==> config.mk <==
export PLATFORM = sky130hd
export DESIGN_NAME = next_smaller_or_equal_discount_unit
export DESIGN_NICKNAME = d
export VERILOG_FILES = /design/src/rtl/nsed_pkg.sv /design/src/rtl/next_smaller_or_equal_discount_unit.sv /design/src/rtl/nsed_stack.sv /design/src/rtl/nsed_cmpsub.sv /design/src/rtl/nsed_ctrl.sv
export SDC_FILE = /design/constraint.sdc
export NUM_CORES = 2
export LEC_CHECK = 0
export BUFFER_PORTS_ARGS = -buffer_cell sky130_fd_sc_hd__buf_2
export CORE_MARGIN = 8
export CORE_UTILIZATION = 57
export DETAILED_ROUTE_END_ITERATION = 8
export GPL_TIMING_DRIVEN = 0
export MAX_ROUTING_LAYER = met4
export PLACE_DENSITY = 0.76
export SYNTH_ARGS = -nofsm -noshare
export SYNTH_HDL_FRONTEND = slang
export SYNTH_SLANG_ARGS = --single-unit
==> constraint.sdc <==
create_clock -name i_clk -period 3.6 [get_ports i_clk]
set_clock_uncertainty 0.05 [all_clocks]
set_input_delay 0.18 -clock i_clk [delete_from_list [all_inputs] [get_ports i_clk]]
set_output_delay 0.18 -clock i_clk [all_outputs]
set_load 0.03 [all_outputs]
==> src/rtl/nsed_pkg.sv <==
// package for the next smaller-or-equal discount unit
// holds sizes, beat and entry structs, sequencer states and stack request type
// no dependencies
package nsed_pkg;

    // sequence limit and price width in use
    localparam int MAX_ITEMS  = 64;
    localparam int PRICE_BITS = 16;

    // fixed field widths
    localparam int PRICE_W = 16;
    localparam int IDX_W   = 6;

    // derived sizes
    localparam int ADDR_W   = (MAX_ITEMS > 1) ? $clog2(MAX_ITEMS) : 1;
    localparam int DEPTH_W  = $clog2(MAX_ITEMS + 1);
    localparam int CNT_W    = ADDR_W;
    localparam int USE_BITS = (PRICE_BITS < PRICE_W) ? PRICE_BITS : PRICE_W;

    localparam logic [PRICE_W-1:0] PRICE_MASK = PRICE_W'((64'd1 << USE_BITS) - 64'd1);
    localparam logic [CNT_W-1:0]   LAST_IDX   = CNT_W'(MAX_ITEMS - 1);

    // input beat
    typedef struct packed {
        logic [PRICE_W-1:0] price;
        logic               last_item;
    } t_item;

    // output beat
    typedef struct packed {
        logic [IDX_W-1:0]   item_index;
        logic [PRICE_W-1:0] final_price;
        logic               sequence_done;
        logic               last_of_run;
    } t_result;

    // one waiting stack entry
    typedef struct packed {
        logic [IDX_W-1:0]   idx;
        logic [PRICE_W-1:0] value;
    } t_entry;

    // stack memory access for one cycle
    typedef struct packed {
        logic              we;
        logic [ADDR_W-1:0] waddr;
        t_entry            wdata;
        logic              re;
        logic [ADDR_W-1:0] raddr;
    } t_stk_req;

    // compare and subtract result
    typedef struct packed {
        logic               ge;
        logic [PRICE_W-1:0] diff;
    } t_cmp;

    // sequencer states
    typedef enum logic [2:0] {
        S_IDLE,
        S_RD,
        S_CMP,
        S_END,
        S_FRD,
        S_FOUT
    } t_state;

endpackage

==> src/rtl/next_smaller_or_equal_discount_unit.sv <==
// top level of the next smaller-or-equal discount unit
// depends on nsed_pkg, nsed_ctrl, nsed_cmpsub, nsed_stack
//
//   channel   direction  handshake            beat
//   input     in         i_valid / o_ready    i_item   (price, last_item)
//   result    out        o_valid / i_ready    o_result (item_index, final_price,
//                                                       sequence_done, last_of_run)
//
// an item pops entries one at a time: each compare is one stack read (S_RD) plus one
// pass through the shared compare/subtract unit (S_CMP); after the pops the item is
// pushed (S_END); a last item then flushes each entry with a read (S_FRD) and an
// emit (S_FOUT), set by the single stack read port
// reset is synchronous, active low; it empties the stack and the result register
// a stalled result register holds the sequencer wherever it has a result to hand over
module next_smaller_or_equal_discount_unit
    import nsed_pkg::*;
(
    input  logic    i_clk,
    input  logic    i_rst_n,
    input  logic    i_valid,
    output logic    o_ready,
    input  t_item   i_item,
    output logic    o_valid,
    input  logic    i_ready,
    output t_result o_result
);

    logic     out_free;
    logic     out_load;
    t_result  out_data;
    t_stk_req stk_req;
    t_entry   stk_rdata;

    logic     r_out_valid;
    t_result  r_out;

    // sequencer with its compare/subtract unit
    nsed_ctrl u_ctrl (
        .i_clk       (i_clk),
        .i_rst_n     (i_rst_n),
        .i_valid     (i_valid),
        .i_item      (i_item),
        .o_ready     (o_ready),
        .i_out_free  (out_free),
        .o_out_load  (out_load),
        .o_out_data  (out_data),
        .o_stk_req   (stk_req),
        .i_stk_rdata (stk_rdata)
    );

    // waiting index/value pairs
    nsed_stack u_stack (
        .i_clk   (i_clk),
        .i_req   (stk_req),
        .o_rdata (stk_rdata)
    );

    // result register
    assign out_free = !r_out_valid || i_ready;

    always_ff @(posedge i_clk) begin
        if (!i_rst_n) begin
            r_out_valid <= 1'b0;
        end else if (out_load) begin
            r_out_valid <= 1'b1;
        end else if (i_ready) begin
            r_out_valid <= 1'b0;
        end
    end

    always_ff @(posedge i_clk) begin
        if (out_load) begin
            r_out <= out_data;
        end
    end

    assign o_valid  = r_out_valid;
    assign o_result = r_out;

endmodule

==> src/rtl/nsed_stack.sv <==
// stack storage: index/value pairs, one write and one registered read per cycle
// depends on nsed_pkg
module nsed_stack
    import nsed_pkg::*;
(
    input  logic     i_clk,
    input  t_stk_req i_req,
    output t_entry   o_rdata
);

    t_entry r_mem [MAX_ITEMS];
    t_entry r_rdata;

    // write port
    always_ff @(posedge i_clk) begin
        if (i_req.we) begin
            r_mem[i_req.waddr] <= i_req.wdata;
        end
    end

    // registered read port
    always_ff @(posedge i_clk) begin
        if (i_req.re) begin
            r_rdata <= r_mem[i_req.raddr];
        end
    end

    assign o_rdata = r_rdata;

endmodule

==> src/rtl/nsed_cmpsub.sv <==
// shared compare and subtract unit used on every pop
// depends on nsed_pkg
module nsed_cmpsub
    import nsed_pkg::*;
(
    input  logic [PRICE_W-1:0] i_a,
    input  logic [PRICE_W-1:0] i_b,
    output t_cmp               o_res
);

    // stacked value against new price
    assign o_res.ge   = (i_a >= i_b);
    assign o_res.diff = i_a - i_b;

endmodule

==> src/rtl/nsed_ctrl.sv <==
// sequencer: pops resolved entries, pushes the new item, flushes on last
// depends on nsed_pkg, nsed_cmpsub
module nsed_ctrl
    import nsed_pkg::*;
(
    input  logic     i_clk,
    input  logic     i_rst_n,
    input  logic     i_valid,
    input  t_item    i_item,
    output logic     o_ready,
    input  logic     i_out_free,
    output logic     o_out_load,
    output t_result  o_out_data,
    output t_stk_req o_stk_req,
    input  t_entry   i_stk_rdata
);

    t_state               r_state, n_state;
    logic [DEPTH_W-1:0]   r_depth, n_depth;
    logic [CNT_W-1:0]     r_cnt, n_cnt;
    logic [CNT_W-1:0]     r_idx, n_idx;
    logic [PRICE_W-1:0]   r_price, n_price;
    logic                 r_last, n_last;
    t_result              r_pend, n_pend;
    logic                 r_pend_valid, n_pend_valid;

    logic [DEPTH_W-1:0]   depth_m1;
    t_cmp                 cmp;

    assign depth_m1 = r_depth - DEPTH_W'(1);

    // the one compare/subtract unit
    nsed_cmpsub u_cmpsub (
        .i_a   (i_stk_rdata.value),
        .i_b   (r_price),
        .o_res (cmp)
    );

    // control state
    always_ff @(posedge i_clk) begin
        if (!i_rst_n) begin
            r_state      <= S_IDLE;
            r_depth      <= '0;
            r_cnt        <= '0;
            r_pend_valid <= 1'b0;
        end else begin
            r_state      <= n_state;
            r_depth      <= n_depth;
            r_cnt        <= n_cnt;
            r_pend_valid <= n_pend_valid;
        end
    end

    // item and pending result payload
    always_ff @(posedge i_clk) begin
        r_idx   <= n_idx;
        r_price <= n_price;
        r_last  <= n_last;
        r_pend  <= n_pend;
    end

    // next state and outputs
    always_comb begin
        n_state      = r_state;
        n_depth      = r_depth;
        n_cnt        = r_cnt;
        n_idx        = r_idx;
        n_price      = r_price;
        n_last       = r_last;
        n_pend       = r_pend;
        n_pend_valid = r_pend_valid;
        o_ready      = 1'b0;
        o_out_load   = 1'b0;
        o_out_data   = r_pend;
        o_stk_req    = '0;

        case (r_state)
            S_IDLE: begin
                o_ready = 1'b1;
                if (i_valid) begin
                    n_price = i_item.price & PRICE_MASK;
                    n_last  = i_item.last_item | (r_cnt == LAST_IDX);
                    n_idx   = r_cnt;
                    n_state = (r_depth == '0) ? S_END : S_RD;
                end
            end

            // fetch top of stack
            S_RD: begin
                o_stk_req.re    = 1'b1;
                o_stk_req.raddr = depth_m1[ADDR_W-1:0];
                n_state         = S_CMP;
            end

            // pop if top >= new price; older pending result is not the run's last
            S_CMP: begin
                if (cmp.ge) begin
                    if (!r_pend_valid || i_out_free) begin
                        o_out_load                = r_pend_valid;
                        n_pend.item_index         = i_stk_rdata.idx;
                        n_pend.final_price        = cmp.diff;
                        n_pend.sequence_done      = 1'b0;
                        n_pend.last_of_run        = 1'b0;
                        n_pend_valid              = 1'b1;
                        n_depth                   = depth_m1;
                        n_state = (depth_m1 == '0) ? S_END : S_RD;
                    end
                end else begin
                    n_state = S_END;
                end
            end

            // release pending result and push the new item
            S_END: begin
                if (!r_pend_valid || i_out_free) begin
                    o_out_load             = r_pend_valid;
                    o_out_data.last_of_run = !r_last;
                    n_pend_valid           = 1'b0;
                    o_stk_req.we           = 1'b1;
                    o_stk_req.waddr        = r_depth[ADDR_W-1:0];
                    o_stk_req.wdata.idx    = IDX_W'(r_idx);
                    o_stk_req.wdata.value  = r_price;
                    n_depth                = r_depth + DEPTH_W'(1);
                    if (r_last) begin
                        n_cnt   = '0;
                        n_state = S_FRD;
                    end else begin
                        n_cnt   = r_idx + CNT_W'(1);
                        n_state = S_IDLE;
                    end
                end
            end

            // flush: fetch top
            S_FRD: begin
                o_stk_req.re    = 1'b1;
                o_stk_req.raddr = depth_m1[ADDR_W-1:0];
                n_state         = S_FOUT;
            end

            // flush: emit top unchanged
            S_FOUT: begin
                if (i_out_free) begin
                    o_out_load               = 1'b1;
                    o_out_data.item_index    = i_stk_rdata.idx;
                    o_out_data.final_price   = i_stk_rdata.value;
                    o_out_data.sequence_done = 1'b1;
                    o_out_data.last_of_run   = (depth_m1 == '0);
                    n_depth                  = depth_m1;
                    n_state = (depth_m1 == '0) ? S_IDLE : S_FRD;
                end
            end

            default: begin
                n_state = S_IDLE;
            end
        endcase
    end

endmodule

Word-level counts from Yosys, hierarchy flattened:

Memories as Yosys holds them, arrays and structs flattened. A register that Yosys moved wholly into a read port is not among the register bits.
Cells that the tools add are included.

* register bits after elaboration: 87
* bits in latches: 0
* bits in writable memories: 1408
* bits in read-only memories: 0
* bits of input ports: 21
* output and inout bits: 26
* word-level logic and storage cells: 87
* memories kept: 1

Memories
* u_stack.r_mem: depth 64, bits a word 22, rd ports 1, clocked after Yosys merged registers in 1, wr ports 1, RTL line nsed_stack.sv:11 `t_entry r_mem [MAX_ITEMS];`

* add/subtract/negate cells: 4
* $mul: 0
* div/mod/pow operators: 0
* magnitude comparators: 1
* equal/unequal tests: 12
* shift operators: 0
* multiplexer cells: 36
* bitwise operators: 1
* reduce and logical (&&, ||, !) cells: 18

Operators by type and width (number)
* 29-bit two-way mux: 2
* 7-bit two-way mux: 5
* 24-bit two-way mux: 1
* 23-bit two-way mux: 1
* 3-bit two-way mux: 7
* 7-bit one-hot mux with 3 select lines: 1
* 3-bit one-hot mux with 6 select lines: 1
* 16-bit greater-or-equal comparator: 1
* 16-bit subtractor: 1
* 7-bit zero test: 2
* 1-bit two-way mux: 12
* 2-bit by 1-bit inequality test with 1-bit output (second input constant): 4
* 4-bit AND reduction: 2
* 7-bit by 1-bit adder with 7-bit output (second input constant): 1
* 7-bit by 1-bit subtractor with 7-bit output (second input constant): 1
* 6-bit by 1-bit adder with 6-bit output (second input constant): 1
* 3-bit by 2-bit equality test with 1-bit output (second input constant): 2
* 3-bit equality test (second input constant): 2
* 6-bit equality test (second input constant): 1
* 6-bit two-way mux: 1
* 5-bit AND reduction: 1
* 2-bit two-way mux: 2
* 1-bit one-hot mux with 2 select lines: 2
* 2-bit AND reduction: 2
* other kinds (12): 16

Longest topological paths before layout:

* depth after elaboration: 7
* gate-level depth with buffers: 12
* depth with buffers taken out: 10

Cells and area by module:

From an unflattened synthesis, not the netlist that was laid out.

* cell total of the unflattened synthesis: 2773
* area total of the unflattened synthesis: 59238.1 sq um

Modules (own cells, without submodules)
* nsed_stack: instances 1, cells an instance 2349, area each 54481.0 sq um, seq. area each 42941.2 sq um
* nsed_ctrl: instances 1, cells an instance 270, area each 3110.5 sq um, seq. area each 1691.6 sq um
* nsed_cmpsub: instances 1, cells an instance 126, area each 877.1 sq um, seq. area each 0.0 sq um
* next_smaller_or_equal_discount_unit: instances 1, cells an instance 28, area each 769.5 sq um, seq. area each 740.7 sq um

Least setup slack after synthesis:

OpenSTA, ideal clock, no wires.

* kind: flip-flop to flip-flop
* start point: register u_ctrl.r_price[0]
* end point: register r_out, in the netlist o_result[0] (enable)
* setup time: 413 ps
* arrival time: 3333 ps
* required time: 3137 ps
* path slack: -196 ps
* cell stages (with the launch flop): 10
* buffers on the path: 0
* period minus slack after synthesis: 3796 ps
* cells stage by stage: edfxtp_1 > ha_1 > fa_1 > nand2b_1 > a21oi_1 > o2111a_1 > nor2_1 > a31oi_1 > nand3_1 > a21oi_1

* word-level cells in the longest chain between the ends: 3

RTL lines
* from (decl): RTL line nsed_ctrl.sv:22 `logic [PRICE_W-1:0] r_price, n_price;`
* from (signal assigned): RTL line nsed_ctrl.sv:57 `r_price <= n_price;`
* 16-bit greater-or-equal comparator: RTL line nsed_cmpsub.sv:12 `assign o_res.ge = (i_a >= i_b);`
* 1-bit two-way mux: RTL line nsed_ctrl.sv:97 `if (cmp.ge) begin`
* 1-bit one-hot mux with 3 select lines: RTL line nsed_ctrl.sv:77 `case (r_state)`
* net out_load: RTL line next_smaller_or_equal_discount_unit.sv:29 `logic out_load;`
* to (signal assigned): RTL line next_smaller_or_equal_discount_unit.sv:73 `r_out <= out_data;`
* to (decl): RTL line next_smaller_or_equal_discount_unit.sv:35 `t_result r_out;`

The timed path passes the listed nets, and every way through them passes these cells.
A chain may end at the register's enable or synchronous reset.

==> key figures <==
Final layout
  • Final core occ: 68.1%
  • Final net count: 3819
  • Share of layout cells above drive strength 1: 20.1%
  • Area growth syn-to-layout: 18.5%

Worst setup path
  • Worst path bufs/invs: 5
  • Reg2reg setup slack: -0.38 ns
  • Crit path max-delay family: buffers and inverters
  • Crit path required time: between 3 and 4 ns
  • CP Max Fanout: 31
  • Critical Path Sink Type: register
  • Arrival time at the worst endpoint: 4.36 ns
  • CP max stage cell: a32oi_1
  • Critical-path cell list: buf_2, inv_1, nand2_1, inv_1, buf_2, clkbuf_4, a221oi_1, nor2_1, a32oi_1, nand4_1
  • CP Launch Type: register
  • Slowest stage delay, CP: 0.76 ns
  • Crit Path Category: reg -> reg

Die
  • Rows: about 120
  • Starting Density: a little under three fifths
  • I/O pin cnt: 47
  • Die Area: 0.111 mm2
  • DIE HEIGHT: 333 um
  • Die W: about 330 um
  • Core ar.: between 0.09 and 0.1 mm2

Timing
  • Max transition margin: 6.29%
  • Worst slew pin tran: 1.41 ns
  • Min Hold Slack: 0.0759 ns
  • PnR worst setup slack: -0.380 ns
  • Final Max Slew Viols: 0
  • Final Critical Period: 3.98 ns
  • FMAX: 251 MHz
  • Final setup violating endpoints: between 40 and 50
  • Crit share post-route: 111%
  • Hold Vio Cnt, Final: 0
  • RSZ-0062 raised after global routing: yes

Flow run
  • Max-cap viol count: 0

Yosys
  • Simple-Gate Fraction of Synth Area: under 10%
  • Post-synth top area share: 78.5%
  • Ys flop type: edfxtp_1
  • Ys Warns: 0
  • Largest family of logic cells by synthesized area: compound AO/OA/AOI/OAI gates
  • Mux contribution to synthesized area: 1.27%
  • Synth area leader: edfxtp_1
  • Synthesized flop and latch total: 1517
  • Synth Area in XOR/XNOR: 0.471%
  • Post-Synthesis Cells: 3426
  • Seq/Total Area, Yosys: between 70% and 80%
  • Ranking of synthesized cells by area: edfxtp_1, a222oi_1, a22oi_1
  • Synth Net Count: between 3k and 4k
  • Synth Area in Compound Gates: a little under an eighth
  • Post-synth cell types: 57
  • Mapped Area: 0.0573 mm2
  • Post-synth EDFFs: 1499
  • Post-synthesis async set-or-reset flop share: 0%
  • Adder-cell share of the synthesized area: 0.471%
  • Syn_area_per_cell: approximately 17 um2

Route
  • Routed wire per std cell: approximately 33 um
  • Vias/cell: 7.14
  • Via count: 37.1k
  • Drt drc: 50
  • Final ANT Viol Nets: 0
  • Drt first pass iters: 9
  • Post-Route WL: around 170000 um
  • First DRT Iteration DRCs: 7427

Pwr
  • Cell Pwr Density: 704 mW/mm2
  • Sequential Power Share: between 40% and 50%
  • Design internal power: 32300 uW
  • Sw Ratio: between 30% and 40%
  • Leak: 0.0224 uW
  • Sw power: between 15000 and 20000 uW
  • Clk pwr share: 32.7%
  • Combinational share of power: 25.1%
  • VDD IR-drop max: 0.599 mV

Global routing
  • First-pass GRT wire length: about 240000 um
  • Vias in the first global route: 35.1k
  • Initial antenna violation count: 4
  • Remaining Overflow, GRT: 0
  • Largest net degree at the start of global routing: 63
  • Total track usage: 29.9%

CTS
  • Worst-Skew Late Latency: 0.79 ns
  • TritonCTS clock tree: built
  • Num CTS Buffers: 148
  • H-tree Lvls: 4
  • TritonCTS Sinks: roughly 1.5k
  • Root Driver: clkbuf_16
  • Clock Path Buffers: 3
  • Clock-pin slew on the worst setup and hold paths: approximately 0.060 ns

Place
  • DP HPWL: around 110000 um
  • Buffers on Ports: 46
  • GP Congestion: 1.05

Outcome
  • Failing checks: DRC, setup timing
  • Outcome: finished with violations

Min path
  • Hold Crit Class: in -> reg
==> cell type report <==
type	count	area, um2
fill	5944	31900
sequential	1517	45400
multi-input combinational	1644	12300
clock buffer	182	3880
timing repair buffer	196	2420
tap	1298	1620
buffer	241	1230
antenna	8	20.0
inverter	29	118
clock inverter	81	960
==> flip-flops by register name, summed over array words and instances (netlist names), 3 cells and up <==
name and flops:
u_stack.r_mem 1408, u_ctrl.r_pend 22, u_ctrl.r_price 16, u_ctrl.r_cnt 6, u_ctrl.r_idx 6, u_stack.o_rdata 22
o_result 24, u_ctrl.r_state 3, u_ctrl.r_depth 7
==> path summary, 6_finish.rpt <==
kind / cells past startpoint / startpoint / to
max: 10 / u_ctrl.r_state[1]$_SDFFE_PN0P_ / u_stack.o_rdata[15]$_DFFE_PN_
min: 2 / i_item[10] / u_ctrl.r_price[9]$_DFFE_PP_
max reg2reg: 10 / u_ctrl.r_state[1]$_SDFFE_PN0P_ / u_stack.o_rdata[15]$_DFFE_PN_
min reg2reg: 0 / u_stack.o_rdata[21]$_DFFE_PN_ / u_ctrl.r_pend[23]$_DFFE_PP_
==> cells in the mapped netlist, drive strengths merged (5+ instances only) <==
| library cell | instances |
|---|---|
| a21o | 8 |
| or3 | 5 |
| xor2 | 7 |
| clkbuf | 153 |
| o21ai | 53 |
| dfxtp | 18 |
| nand2 | 272 |
| edfxtp | 1499 |
| inv | 28 |
| mux2i | 23 |
| a22oi | 202 |
| nand2b | 5 |
| a221oi | 155 |
| a21oi | 223 |
| nor3 | 20 |
| a32oi | 86 |
| a222oi | 154 |
| nor2 | 123 |
| a31oi | 7 |
| and2 | 5 |
| xnor2 | 23 |
| nor2b | 17 |
| mux2 | 44 |
| nand4 | 31 |
| ha | 20 |
| nand3 | 81 |
| and3 | 32 |
| buf | 89 |
==> cells in the final DEF, fill, tap and decap left out, drive strengths merged, types with 4 or more instances in the layout <==
cell type / instances
edfxtp: 1499
nand3: 81
mux2: 44
nor2b: 17
and3: 32
inv: 35
buf: 265
ha: 20
diode: 8
or3: 5
mux2i: 23
a222oi: 154
a32oi: 86
bufinv: 16
nor3: 20
clkinvlp: 4
nand2b: 5
a221oi: 155
nand4: 31
dfxtp: 18
nand2: 272
xor2: 7
xnor2: 23
and2: 5
a21o: 8
clkbuf: 333
o21ai: 53
clkinv: 55
dlygate4sd3: 21
a31oi: 7
a21oi: 224
a22oi: 202
nor2: 128
==> routing by layer <==
metal / GRT usage (%) / wire (um)
met1: 38.0 / 58100
met3: 8.16 / 25600
met2: 44.2 / 76800
met5: - / 0
met4: 16.1 / 12200
==> what timing repair did <==
action / 4_1_cts / 5_1_grt
buffers inserted: 12 / 27
cloned: 1 / 6
hold buffers: 21 / 0
pin swaps: 43 / 51
hold endpoints to repair: 26 / 0
endpoints found under the setup margin: 1614 / 1143
gates resized for setup: 227 / 100
==> metrics by stage <==
stage,setup TNS [ns],cells,power [uW],cell area [um2],setup WS (ns)
4_1_cts,-3.77,5156,46600,67300,-0.164
2_1_floorplan,0,3426,26300,57300,0.0343
5_1_grt,-4.79,5194,48700,68000,-0.304
3_3_place_gp,-4220.76,4770,30100,59200,-3.50
6_report,-2.73,5196,47800,68000,-0.380
3_5_place_dp,-971.73,4859,30500,61000,-1.10
==> cell families after synthesis <==
kind of cell	after synthesis
buffers and inverters	271
XOR/XNOR	30
multiplexers	67
flip-flops	1517
AO/OA/AOI/OAI	914
adder cells (fa/ha/maj)	21
AND/OR/NAND/NOR	606
==> power by group through the flow <==
stage | Combinational (uW) | Sequential (uW) | Clock [uW]
global placement | 9590 | 20500 | 0
global route | 12200 | 20200 | 16300
CTS | 10900 | 20100 | 15500
detailed placement | 9990 | 20500 | 0
floorplan | 5880 | 20500 | 0
finish | 12000 | 20100 | 15700
Note: power is estimated with default switching activity, not from simulation.
